### src/sv/imu_fifo_frame_parser_core_assert.svh
// ---------------------------------------------------------------------------
// IMU FIFO frame parser assertion macros
// Concurrent assertion shorthands shared by the parser RTL.
// ---------------------------------------------------------------------------
`ifndef IMU_FIFO_FRAME_PARSER_CORE_ASSERT_SVH
`define IMU_FIFO_FRAME_PARSER_CORE_ASSERT_SVH

// same-cycle implication
`define IMUFP_ASSERT_NOW(lbl, clk, rst_n, ante, cons, msg) \
	lbl: assert property (@(posedge clk) disable iff (!rst_n) (ante) |-> (cons)) else $error(msg);

// next-cycle implication
`define IMUFP_ASSERT_NEXT(lbl, clk, rst_n, ante, cons, msg) \
	lbl: assert property (@(posedge clk) disable iff (!rst_n) (ante) |=> (cons)) else $error(msg);

`endif

### src/sv/imufp_pkg.sv
// ---------------------------------------------------------------------------
// IMU FIFO frame parser package
// Header codes, frame types, result word layout and helpers.
// ---------------------------------------------------------------------------
package imufp_pkg;

	localparam logic [7:0] HDR_ACC      = 8'h84;
	localparam logic [7:0] HDR_GYR      = 8'h88;
	localparam logic [7:0] HDR_BOTH     = 8'h8C;
	localparam logic [7:0] HDR_TIME     = 8'h44;
	localparam logic [7:0] HDR_SKIP     = 8'h40;
	localparam logic [7:0] HDR_CFG      = 8'h48;
	localparam logic [7:0] HDR_OVERREAD = 8'h80;

	localparam int PAYLOAD_DEPTH = 12;
	localparam int PCNT_W        = 4;

	localparam int FL_OVERREAD = 0;
	localparam int FL_TRUNC    = 1;
	localparam int FL_SKIP     = 2;
	localparam int FL_CFG      = 3;
	localparam int FL_TIME     = 4;

	localparam logic [1:0] RK_SAMPLE  = 2'd0;
	localparam logic [1:0] RK_SUCCESS = 2'd1;
	localparam logic [1:0] RK_FAIL    = 2'd2;

	localparam logic [1:0] MASK_ACC  = 2'b01;
	localparam logic [1:0] MASK_GYR  = 2'b10;
	localparam logic [1:0] MASK_BOTH = 2'b11;

	localparam logic [15:0] LIMIT_RESET = 16'hFFFF;
	localparam logic [15:0] TOTAL_MAX   = 16'hFFFF;

	// result queue
	localparam int RES_DEPTH = 4;
	localparam int RPTR_W    = $clog2(RES_DEPTH);
	localparam int RCNT_W    = $clog2(RES_DEPTH + 1);

	typedef enum logic [1:0] {
		PH_HEADER,
		PH_PAYLOAD,
		PH_DONE
	} imufp_phase_t;

	typedef enum logic [2:0] {
		FT_NONE,
		FT_ACC,
		FT_GYR,
		FT_BOTH,
		FT_TIME,
		FT_SKIP,
		FT_CFG
	} imufp_ftype_t;

	typedef struct packed {
		logic [1:0]         kind;
		logic [1:0]         mask;
		logic signed [15:0] gyro_x;
		logic signed [15:0] gyro_y;
		logic signed [15:0] gyro_z;
		logic signed [15:0] accel_x;
		logic signed [15:0] accel_y;
		logic signed [15:0] accel_z;
		logic [4:0]         flags;
		logic [23:0]        stime;
		logic [31:0]        skipped;
		logic [15:0]        total;
	} imufp_result_t;

	function automatic logic [PCNT_W-1:0] frame_need(input imufp_ftype_t t);
		logic [PCNT_W-1:0] n;
		unique case (t)
			FT_ACC:  n = PCNT_W'(6);
			FT_GYR:  n = PCNT_W'(6);
			FT_BOTH: n = PCNT_W'(12);
			FT_TIME: n = PCNT_W'(3);
			FT_SKIP: n = PCNT_W'(1);
			FT_CFG:  n = PCNT_W'(1);
			default: n = '0;
		endcase
		return n;
	endfunction

endpackage

### src/sv/imu_fifo_frame_parser_core.sv
// ---------------------------------------------------------------------------
// IMU FIFO frame parser core
// Parses a sensor FIFO dump byte by byte into sample and summary words.
// ---------------------------------------------------------------------------
//  channel | direction | handshake          | payload
//  --------+-----------+--------------------+-----------------------------------
//  in      | sink      | in_valid/in_stall  | data_byte, end_of_buffer
//  out     | source    | out_valid/out_stall| result_kind .. sample_total
//  cfg     | APB slave | psel/penable/pready| sample_limit at byte address 0
//
//  One byte per cycle while the queue has room: input register, parse logic,
//  then a four-word result queue. A byte gives up to two words (sample,
//  summary). The input register advances while the queue has at least two
//  free slots; parsed words are registered in the queue, which drives out_valid.
//  Reset clears the parse state and the queue; sample_limit resets to 65535.
// ---------------------------------------------------------------------------
module imu_fifo_frame_parser_core (
	input  logic               clk,
	input  logic               arst_n,
	input  logic               in_valid,
	output logic               in_stall,
	input  logic [7:0]         data_byte,
	input  logic               end_of_buffer,
	output logic               out_valid,
	input  logic               out_stall,
	output logic [1:0]         result_kind,
	output logic [1:0]         content_mask,
	output logic signed [15:0] gyro_x,
	output logic signed [15:0] gyro_y,
	output logic signed [15:0] gyro_z,
	output logic signed [15:0] accel_x,
	output logic signed [15:0] accel_y,
	output logic signed [15:0] accel_z,
	output logic [4:0]         status_flags,
	output logic [23:0]        sensor_ticks,
	output logic [31:0]        skipped_frames,
	output logic [15:0]        sample_total,
	input  logic               psel,
	input  logic               penable,
	input  logic               pwrite,
	input  logic [2:0]         paddr,
	input  logic [31:0]        pwdata,
	output logic [31:0]        prdata,
	output logic               pready
);
	import imufp_pkg::*;

	`include "imu_fifo_frame_parser_core_assert.svh"

	logic [15:0] limit_q;

	logic       valid_s1;
	logic [7:0] byte_s1;
	logic       eob_s1;
	logic       s1_go;
	logic       in_acc;

	imufp_phase_t      phase_q, phase_run, phase_d;
	imufp_ftype_t      ftype_q, hdr_type, ftype_d;
	logic [PCNT_W-1:0] pcnt_q, pcnt_inc, pcnt_d;
	logic [7:0]        pbytes_q [PAYLOAD_DEPTH];
	logic [7:0]        pbytes_n [PAYLOAD_DEPTH];
	logic [4:0]        flags_q, flags_run, flags_d;
	logic [23:0]       time_q, time_d;
	logic [31:0]       skip_q, skip_d;
	logic [15:0]       total_q, total_d;
	logic              hdr_stop;
	logic              frame_done;
	logic              is_data;
	logic              emit_sample;

	imufp_result_t sample_w, summary_w, res_a;
	logic [1:0]    push_n;

	imufp_result_t     resq_q [RES_DEPTH];
	logic [RPTR_W-1:0] wr_ptr_q, rd_ptr_q;
	logic [RCNT_W-1:0] cnt_q;
	logic              pop;

	// config port
	assign pready = 1'b1;
	assign prdata = (paddr[2] == 1'b0) ? {16'd0, limit_q} : 32'd0;

	always_ff @(posedge clk or negedge arst_n) begin
		if (!arst_n) begin
			limit_q <= LIMIT_RESET;
		end else if (psel && penable && pwrite && pready && paddr[2] == 1'b0) begin
			limit_q <= pwdata[15:0];
		end
	end

	// input register
	assign s1_go    = valid_s1 && (cnt_q <= RCNT_W'(RES_DEPTH - 2));
	assign in_stall = valid_s1 && !s1_go;
	assign in_acc   = in_valid && !in_stall;

	always_ff @(posedge clk or negedge arst_n) begin
		if (!arst_n) begin
			valid_s1 <= 1'b0;
		end else if (in_acc) begin
			valid_s1 <= 1'b1;
		end else if (s1_go) begin
			valid_s1 <= 1'b0;
		end
	end

	always_ff @(posedge clk) begin
		if (in_acc) begin
			byte_s1 <= data_byte;
			eob_s1  <= end_of_buffer;
		end
	end

	// header decode
	always_comb begin
		hdr_stop = 1'b0;
		unique case (byte_s1)
			HDR_ACC:  hdr_type = FT_ACC;
			HDR_GYR:  hdr_type = FT_GYR;
			HDR_BOTH: hdr_type = FT_BOTH;
			HDR_TIME: hdr_type = FT_TIME;
			HDR_SKIP: hdr_type = FT_SKIP;
			HDR_CFG:  hdr_type = FT_CFG;
			default: begin
				hdr_type = FT_NONE;
				hdr_stop = 1'b1;
			end
		endcase
	end

	assign pcnt_inc   = pcnt_q + PCNT_W'(1);
	assign frame_done = (phase_q == PH_PAYLOAD) && (pcnt_inc >= frame_need(ftype_q));
	assign is_data    = (ftype_q == FT_ACC) || (ftype_q == FT_GYR) || (ftype_q == FT_BOTH);

	// parse phase, next state
	always_comb begin
		unique case (phase_q)
			PH_HEADER:  phase_run = hdr_stop ? PH_DONE : PH_PAYLOAD;
			PH_PAYLOAD: phase_run = frame_done ? PH_HEADER : PH_PAYLOAD;
			PH_DONE:    phase_run = PH_DONE;
			default:    phase_run = PH_HEADER;
		endcase
		phase_d = eob_s1 ? PH_HEADER : phase_run;
	end

	// parse datapath
	always_comb begin
		pbytes_n = pbytes_q;
		if (phase_q == PH_PAYLOAD && pcnt_q < PCNT_W'(PAYLOAD_DEPTH)) begin
			pbytes_n[pcnt_q] = byte_s1;
		end

		ftype_d     = ftype_q;
		pcnt_d      = pcnt_q;
		flags_run   = flags_q;
		time_d      = time_q;
		skip_d      = skip_q;
		total_d     = total_q;
		emit_sample = 1'b0;

		unique case (phase_q)
			PH_HEADER: begin
				if (hdr_stop) begin
					if (byte_s1 == HDR_OVERREAD) begin
						flags_run[FL_OVERREAD] = 1'b1;
					end else begin
						flags_run[FL_TRUNC] = 1'b1;
					end
				end else begin
					ftype_d = hdr_type;
					pcnt_d  = '0;
				end
			end
			PH_PAYLOAD: begin
				pcnt_d = pcnt_inc;
				if (frame_done) begin
					pcnt_d = '0;
					priority if (is_data) begin
						emit_sample = (total_q < limit_q);
						if (total_q != TOTAL_MAX) begin
							total_d = total_q + 16'd1;
						end
					end else if (ftype_q == FT_TIME) begin
						time_d = {pbytes_n[2], pbytes_n[1], pbytes_n[0]};
						flags_run[FL_TIME] = 1'b1;
					end else if (ftype_q == FT_SKIP) begin
						skip_d = skip_q + {24'd0, pbytes_n[0]};
						flags_run[FL_SKIP] = 1'b1;
					end else begin
						flags_run[FL_CFG] = 1'b1;
					end
				end
			end
			default: begin
			end
		endcase

		flags_d = flags_run;
		if (eob_s1 && phase_run == PH_PAYLOAD) begin
			flags_d[FL_TRUNC] = 1'b1;
		end
	end

	// result words
	always_comb begin
		sample_w = '0;
		sample_w.kind = RK_SAMPLE;
		unique case (ftype_q)
			FT_BOTH: begin
				sample_w.mask    = MASK_BOTH;
				sample_w.gyro_x  = $signed({pbytes_n[1], pbytes_n[0]});
				sample_w.gyro_y  = $signed({pbytes_n[3], pbytes_n[2]});
				sample_w.gyro_z  = $signed({pbytes_n[5], pbytes_n[4]});
				sample_w.accel_x = $signed({pbytes_n[7], pbytes_n[6]});
				sample_w.accel_y = $signed({pbytes_n[9], pbytes_n[8]});
				sample_w.accel_z = $signed({pbytes_n[11], pbytes_n[10]});
			end
			FT_ACC: begin
				sample_w.mask    = MASK_ACC;
				sample_w.accel_x = $signed({pbytes_n[1], pbytes_n[0]});
				sample_w.accel_y = $signed({pbytes_n[3], pbytes_n[2]});
				sample_w.accel_z = $signed({pbytes_n[5], pbytes_n[4]});
			end
			default: begin
				sample_w.mask   = MASK_GYR;
				sample_w.gyro_x = $signed({pbytes_n[1], pbytes_n[0]});
				sample_w.gyro_y = $signed({pbytes_n[3], pbytes_n[2]});
				sample_w.gyro_z = $signed({pbytes_n[5], pbytes_n[4]});
			end
		endcase

		summary_w         = '0;
		summary_w.kind    = flags_d[FL_TRUNC] ? RK_FAIL : RK_SUCCESS;
		summary_w.flags   = flags_d;
		summary_w.stime   = time_d;
		summary_w.skipped = skip_d;
		summary_w.total   = total_d;

		res_a  = emit_sample ? sample_w : summary_w;
		push_n = 2'(emit_sample) + 2'(eob_s1);
	end

	// parse state
	always_ff @(posedge clk or negedge arst_n) begin
		if (!arst_n) begin
			phase_q <= PH_HEADER;
			ftype_q <= FT_NONE;
			pcnt_q  <= '0;
			flags_q <= '0;
			time_q  <= '0;
			skip_q  <= '0;
			total_q <= '0;
		end else if (s1_go) begin
			phase_q <= phase_d;
			if (eob_s1) begin
				ftype_q <= FT_NONE;
				pcnt_q  <= '0;
				flags_q <= '0;
				time_q  <= '0;
				skip_q  <= '0;
				total_q <= '0;
			end else begin
				ftype_q <= ftype_d;
				pcnt_q  <= pcnt_d;
				flags_q <= flags_d;
				time_q  <= time_d;
				skip_q  <= skip_d;
				total_q <= total_d;
			end
		end
	end

	always_ff @(posedge clk) begin
		if (s1_go) begin
			pbytes_q <= pbytes_n;
		end
	end

	// result queue
	assign pop = out_valid && !out_stall;

	always_ff @(posedge clk) begin
		if (s1_go && push_n != 2'd0) begin
			resq_q[wr_ptr_q] <= res_a;
		end
		if (s1_go && push_n == 2'd2) begin
			resq_q[wr_ptr_q + RPTR_W'(1)] <= summary_w;
		end
	end

	always_ff @(posedge clk or negedge arst_n) begin
		if (!arst_n) begin
			wr_ptr_q <= '0;
			rd_ptr_q <= '0;
			cnt_q    <= '0;
		end else begin
			if (s1_go) begin
				wr_ptr_q <= wr_ptr_q + RPTR_W'(push_n);
			end
			if (pop) begin
				rd_ptr_q <= rd_ptr_q + RPTR_W'(1);
			end
			cnt_q <= cnt_q + RCNT_W'(s1_go ? push_n : 2'd0) - RCNT_W'(pop);
		end
	end

	assign out_valid      = (cnt_q != '0);
	assign result_kind    = resq_q[rd_ptr_q].kind;
	assign content_mask   = resq_q[rd_ptr_q].mask;
	assign gyro_x         = resq_q[rd_ptr_q].gyro_x;
	assign gyro_y         = resq_q[rd_ptr_q].gyro_y;
	assign gyro_z         = resq_q[rd_ptr_q].gyro_z;
	assign accel_x        = resq_q[rd_ptr_q].accel_x;
	assign accel_y        = resq_q[rd_ptr_q].accel_y;
	assign accel_z        = resq_q[rd_ptr_q].accel_z;
	assign status_flags   = resq_q[rd_ptr_q].flags;
	assign sensor_ticks   = resq_q[rd_ptr_q].stime;
	assign skipped_frames = resq_q[rd_ptr_q].skipped;
	assign sample_total   = resq_q[rd_ptr_q].total;

	// checks
	`IMUFP_ASSERT_NOW(a_queue_bound, clk, arst_n, 1'b1, cnt_q <= RCNT_W'(RES_DEPTH), "result queue overflow")
	`IMUFP_ASSERT_NEXT(a_eob_clears, clk, arst_n, s1_go && eob_s1, phase_q == PH_HEADER && flags_q == '0 && total_q == '0, "parse state not cleared after buffer end")
	`IMUFP_ASSERT_NOW(a_go_room, clk, arst_n, s1_go, cnt_q + RCNT_W'(2) <= RCNT_W'(RES_DEPTH), "parse advanced without queue room")

endmodule

### config.mk
export PLATFORM = sky130hd
export DESIGN_NAME = imu_fifo_frame_parser_core
export DESIGN_NICKNAME = d
export VERILOG_FILES = /design/src/sv/imufp_pkg.sv /design/src/sv/imu_fifo_frame_parser_core.sv
export VERILOG_INCLUDE_DIRS = /design/src /design/src/sv
export SDC_FILE = /design/constraint.sdc
export NUM_CORES = 2
export LEC_CHECK = 0
export ABC_CLOCK_PERIOD_IN_PS = 14600
export BUFFER_PORTS_ARGS = -buffer_cell sky130_fd_sc_hd__buf_4
export CORE_MARGIN = 4
export CORE_UTILIZATION = 50
export CTS_CLUSTER_SIZE = 12
export DETAILED_ROUTE_END_ITERATION = 10
export PLACE_DENSITY = 0.68
export RECOVER_POWER = 50
export SLEW_MARGIN = 40
export SYNTH_ARGS = -nofsm -noshare
export SYNTH_HDL_FRONTEND = slang
export SYNTH_SLANG_ARGS = --single-unit
### constraint.sdc
create_clock -name clk -period 14.6 [get_ports clk]
set_clock_uncertainty 0.2 [all_clocks]
set_input_delay 0.73 -clock clk [delete_from_list [all_inputs] [get_ports clk]]
set_output_delay 0.73 -clock clk [all_outputs]
set_load 0.05 [all_outputs]
==> flow_summary.yaml <==
synth:
  synth_cells: 3427
  synth_warnings: 0
  yosys.area.top_type_share_pct: 31.85
  ys_ff_latch: 919
  synth_ff_type: "edfxtp_1"
  syn_area_um2: 39320
  yosys.area.top_type: "edfxtp_1"
  ys_seq_area_share_pct: 58.86
  synth_cell_type_count: 85
  synth_edf_count: 417
  syn_area_per_cell_um2: 11.47
  synthArstFlopShare_pct: 11.97
  ys_top_cells_by_area: "edfxtp_1, dfxtp_1, mux4_2"
detailed_routing:
  wl_met1_mm: 44.85
  vias: 27208
  drt-total-wl_mm: 104.9
  route.met2.wl_mm: 50.30
  wl_per_cell_um: 22.40
  wl_met3_mm: 7.390
  drc: 0
  maxUsedRoutingLayer: "met4"
  ant_nets: 0
  drtIter0Drc: 2581
  dr.pass1.iters: 5
  routed_via_density: 5.809
die:
  design.portCount: 263
  row_count: 102
  die_h_um: 288.4
  die_w_um: 288.4
  initial_core_util_pct: 50.59
  core-area_um2: 77720
  dieArea_um2: 83190
final_layout:
  drive_above_1_share_pct: 12.79
  diodes: 0
  final_cell_mix: "nand2_1, o21ai_0, nor2_1"
  instances_no_fill: 4684
  final_nets: 3661
  synthToLayoutAreaGrowth_pct: 11.71
  nFillCells: 6672
  layout_commonest_cell: "nand2_1"
status:
  status: "complete, but fails checks"
  violations: "capacitance limit, slew limit"
grt:
  antenna_found_initial: 0
  grt_pass1_vias: 27477
  gr-usage-all-layers_pct: 25.02
  grt_overflow: 0
  grt_pass1_wl_mm: 161.9
  grt_max_degree: 80
hold_path:
  min_path_cells: 1
  hold_path_class: "in -> reg"
  min_from: "data_byte[2]"
  holdPathEnd: "byte_s1[2]$_DFFE_PP_"
worst_setup_path:
  crit_type: "reg -> reg"
  reg2regPathDepth: 19
  r2r_end: "resq_q[1][54]$_DFFE_PP_"
  worstReg2RegStart: "ftype_q[2]$_DFFE_PN0P_"
  cp.arrival_ns: 9.68
  critPathLaunchType: "flip-flop"
  cp.required_ns: 14.73
  cp_max_fo: 78
  startpoint: "ftype_q[2]$_DFFE_PN0P_"
  ff2ff_setup_slack_ns: 5.05
  endpoint_kind: "flip-flop"
pwr:
  leakage_nw: 15.07
  pwr-share-comb_pct: 27.8
  power_density_nw_per_um2: 166.6
  clock_power_share_pct: 31.8
  p_seq_share_pct: 40.4
  swShare_pct: 35.17
  ir_drop_v: 0.0001427
  power_switching_w: 0.002574
  power.internal_w: 0.004745
sta:
  fmax_ghz: 0.1047
  setup_ws_ns: 5.047
  relSlewSlack_pct: -211.4
  finalCriticalPeriod_ns: 9.553
  slew_violations: 667
  final.setup.tns_ns: 0
  rsz0062_at_grt: "no"
  worst_pin_slew_ns: 4.671
  hold_viol: 0
  setup_viol: 0
  post-route-period-util_pct: 65.43
placed_design:
  gp_congestion: 0.8313
  hpwlAfterDp_mm: 63.36
  pre_cts_slack_ns: 8.288
  io_buffers: 227
  place_inst: 4511
clock_network:
  htree_levels: 3
  numCtsBuffers: 94
  tritoncts: "built"
  postCtsHoldBufs: 1
  path_clk_slew_ns: 0.06
  cts_root_buf: "clkbuf_16"
  clock_path_buffers: 3
  clk-insertion-delay-late_ns: 0.66
  cts.repair.resized: 0
  cts_setup_buffers: 0
  cts.sinks: 919
run:
  maxCapViolations: 14
## layer usage
metal	track usage (%)	up-vias
li1	-	12414
met1	34.58	13702
met4	6.845	0
met2	41.25	948
met3	4.262	144
met5	0	-
## worst max path at each step
stage,end,slack [ns],depth (start not counted)
floorplan,resq_q[3][58]$_DFFE_PP_,8.55,21
global placement,resq_q[0][54]$_DFFE_PP_,8.07,18
detailed placement,resq_q[0][40]$_DFFE_PP_,8.29,18
CTS,resq_q[0][51]$_DFFE_PP_,8.28,18
global route,resq_q[1][25]$_DFFE_PP_,4.51,19
finish,resq_q[1][54]$_DFFE_PP_,5.05,19
## logic make-up after synthesis
kind of cell	after synthesis	share of synthesized area (%)
DFF	919	58.86
xor gates and xnor gates	48	1.069
and+or+nand+nor	1106	11.77
other	2	0.01910
buffers and inverters	347	3.615
adders and majority gates	42	1.375
AOI/OAI and AO/OA	641	9.289
muxes	322	14.01
## critical path, cell delays in order (launching register included)
cell	delay, ns
dfrtp_1	0.40
inv_1	0.13
and3_2	0.18
clkbuf_1	2.00
inv_1	0.16
ha_1	0.40
o21a_1	0.11
nor2_1	0.13
clkbuf_1	0.40
nor4_1	0.14
o211ai_1	0.68
inv_1	0.50
ha_1	0.38
nand2b_1	0.12
nand2_1	0.08
nand2_1	1.10
clkinv_2	1.05
o21ai_4	0.25
buf_6	0.65
nor2_1	0.10
## state kept, by name (all words and copies together) (netlist names)
signal,cells
resq_q,704
pbytes_q,96
skip_q,32
time_q,24
limit_q,16
total_q,16
byte_s1,8
flags_q,5
pcnt_q,4
cnt_q,3
ftype_q,3
phase_q,2
rd_ptr_q,2
wr_ptr_q,2
eob_s1,1
valid_s1,1
## cell usage after synthesis (12+ instances only)
cell,count
nor2_1,417
edfxtp_1,417
nand2_1,542
ha_1,40
xnor2_1,36
dfxtp_1,392
dfstp_2,16
inv_1,90
dfrtp_1,94
nor3_1,26
mux2_2,66
clkbuf_1,182
buf_2,19
mux4_2,176
mux2i_1,80
nand3_1,24
buf_4,19
buf_1,31
xor2_1,12
o21ai_0,476
nand4_1,12
a21oi_1,71
## cell type report
cell class              instances  area, um^2  share of cell area, %
inverters                      92       352.8                 0.8033
flip-flops and latches        919       23140                  52.68
clock inverters                18       207.7                 0.4728
repair buffers                285        1419                  3.230
multi-input cells            2176       14730                  33.53
clock buffers                 154        2774                  6.315
well taps                    1040        1301                  2.962
## power groups by stage
| stage | Combinational, W | Clock (W) | Sequential, W |
|---|---|---|---|
| after floorplan | 0.00152 | 0 | 0.00296 |
| after global placement | 0.00212 | 0 | 0.00301 |
| after detailed placement | 0.00216 | 0 | 0.00300 |
| final | 0.00204 | 0.00233 | 0.00296 |
| after CTS | 0.00216 | 0.00236 | 0.00295 |
| after global routing | 0.00216 | 0.00247 | 0.00297 |
## stage by stage
stage          instance area, um^2  hold slack (ns)  power, W  utilization [%]
2_1_floorplan                39380           0.2185  0.004479                -
3_3_place_gp                 41840           0.2286  0.005129            53.84
3_5_place_dp                 42000           0.2342  0.005162            54.03
4_1_cts                      44990          0.01086  0.007472            57.88
5_1_grt                      43930          0.04606  0.007590            56.52
6_report                     43930          0.06354  0.007319            56.52
Power figures use the tool's default switching activity.
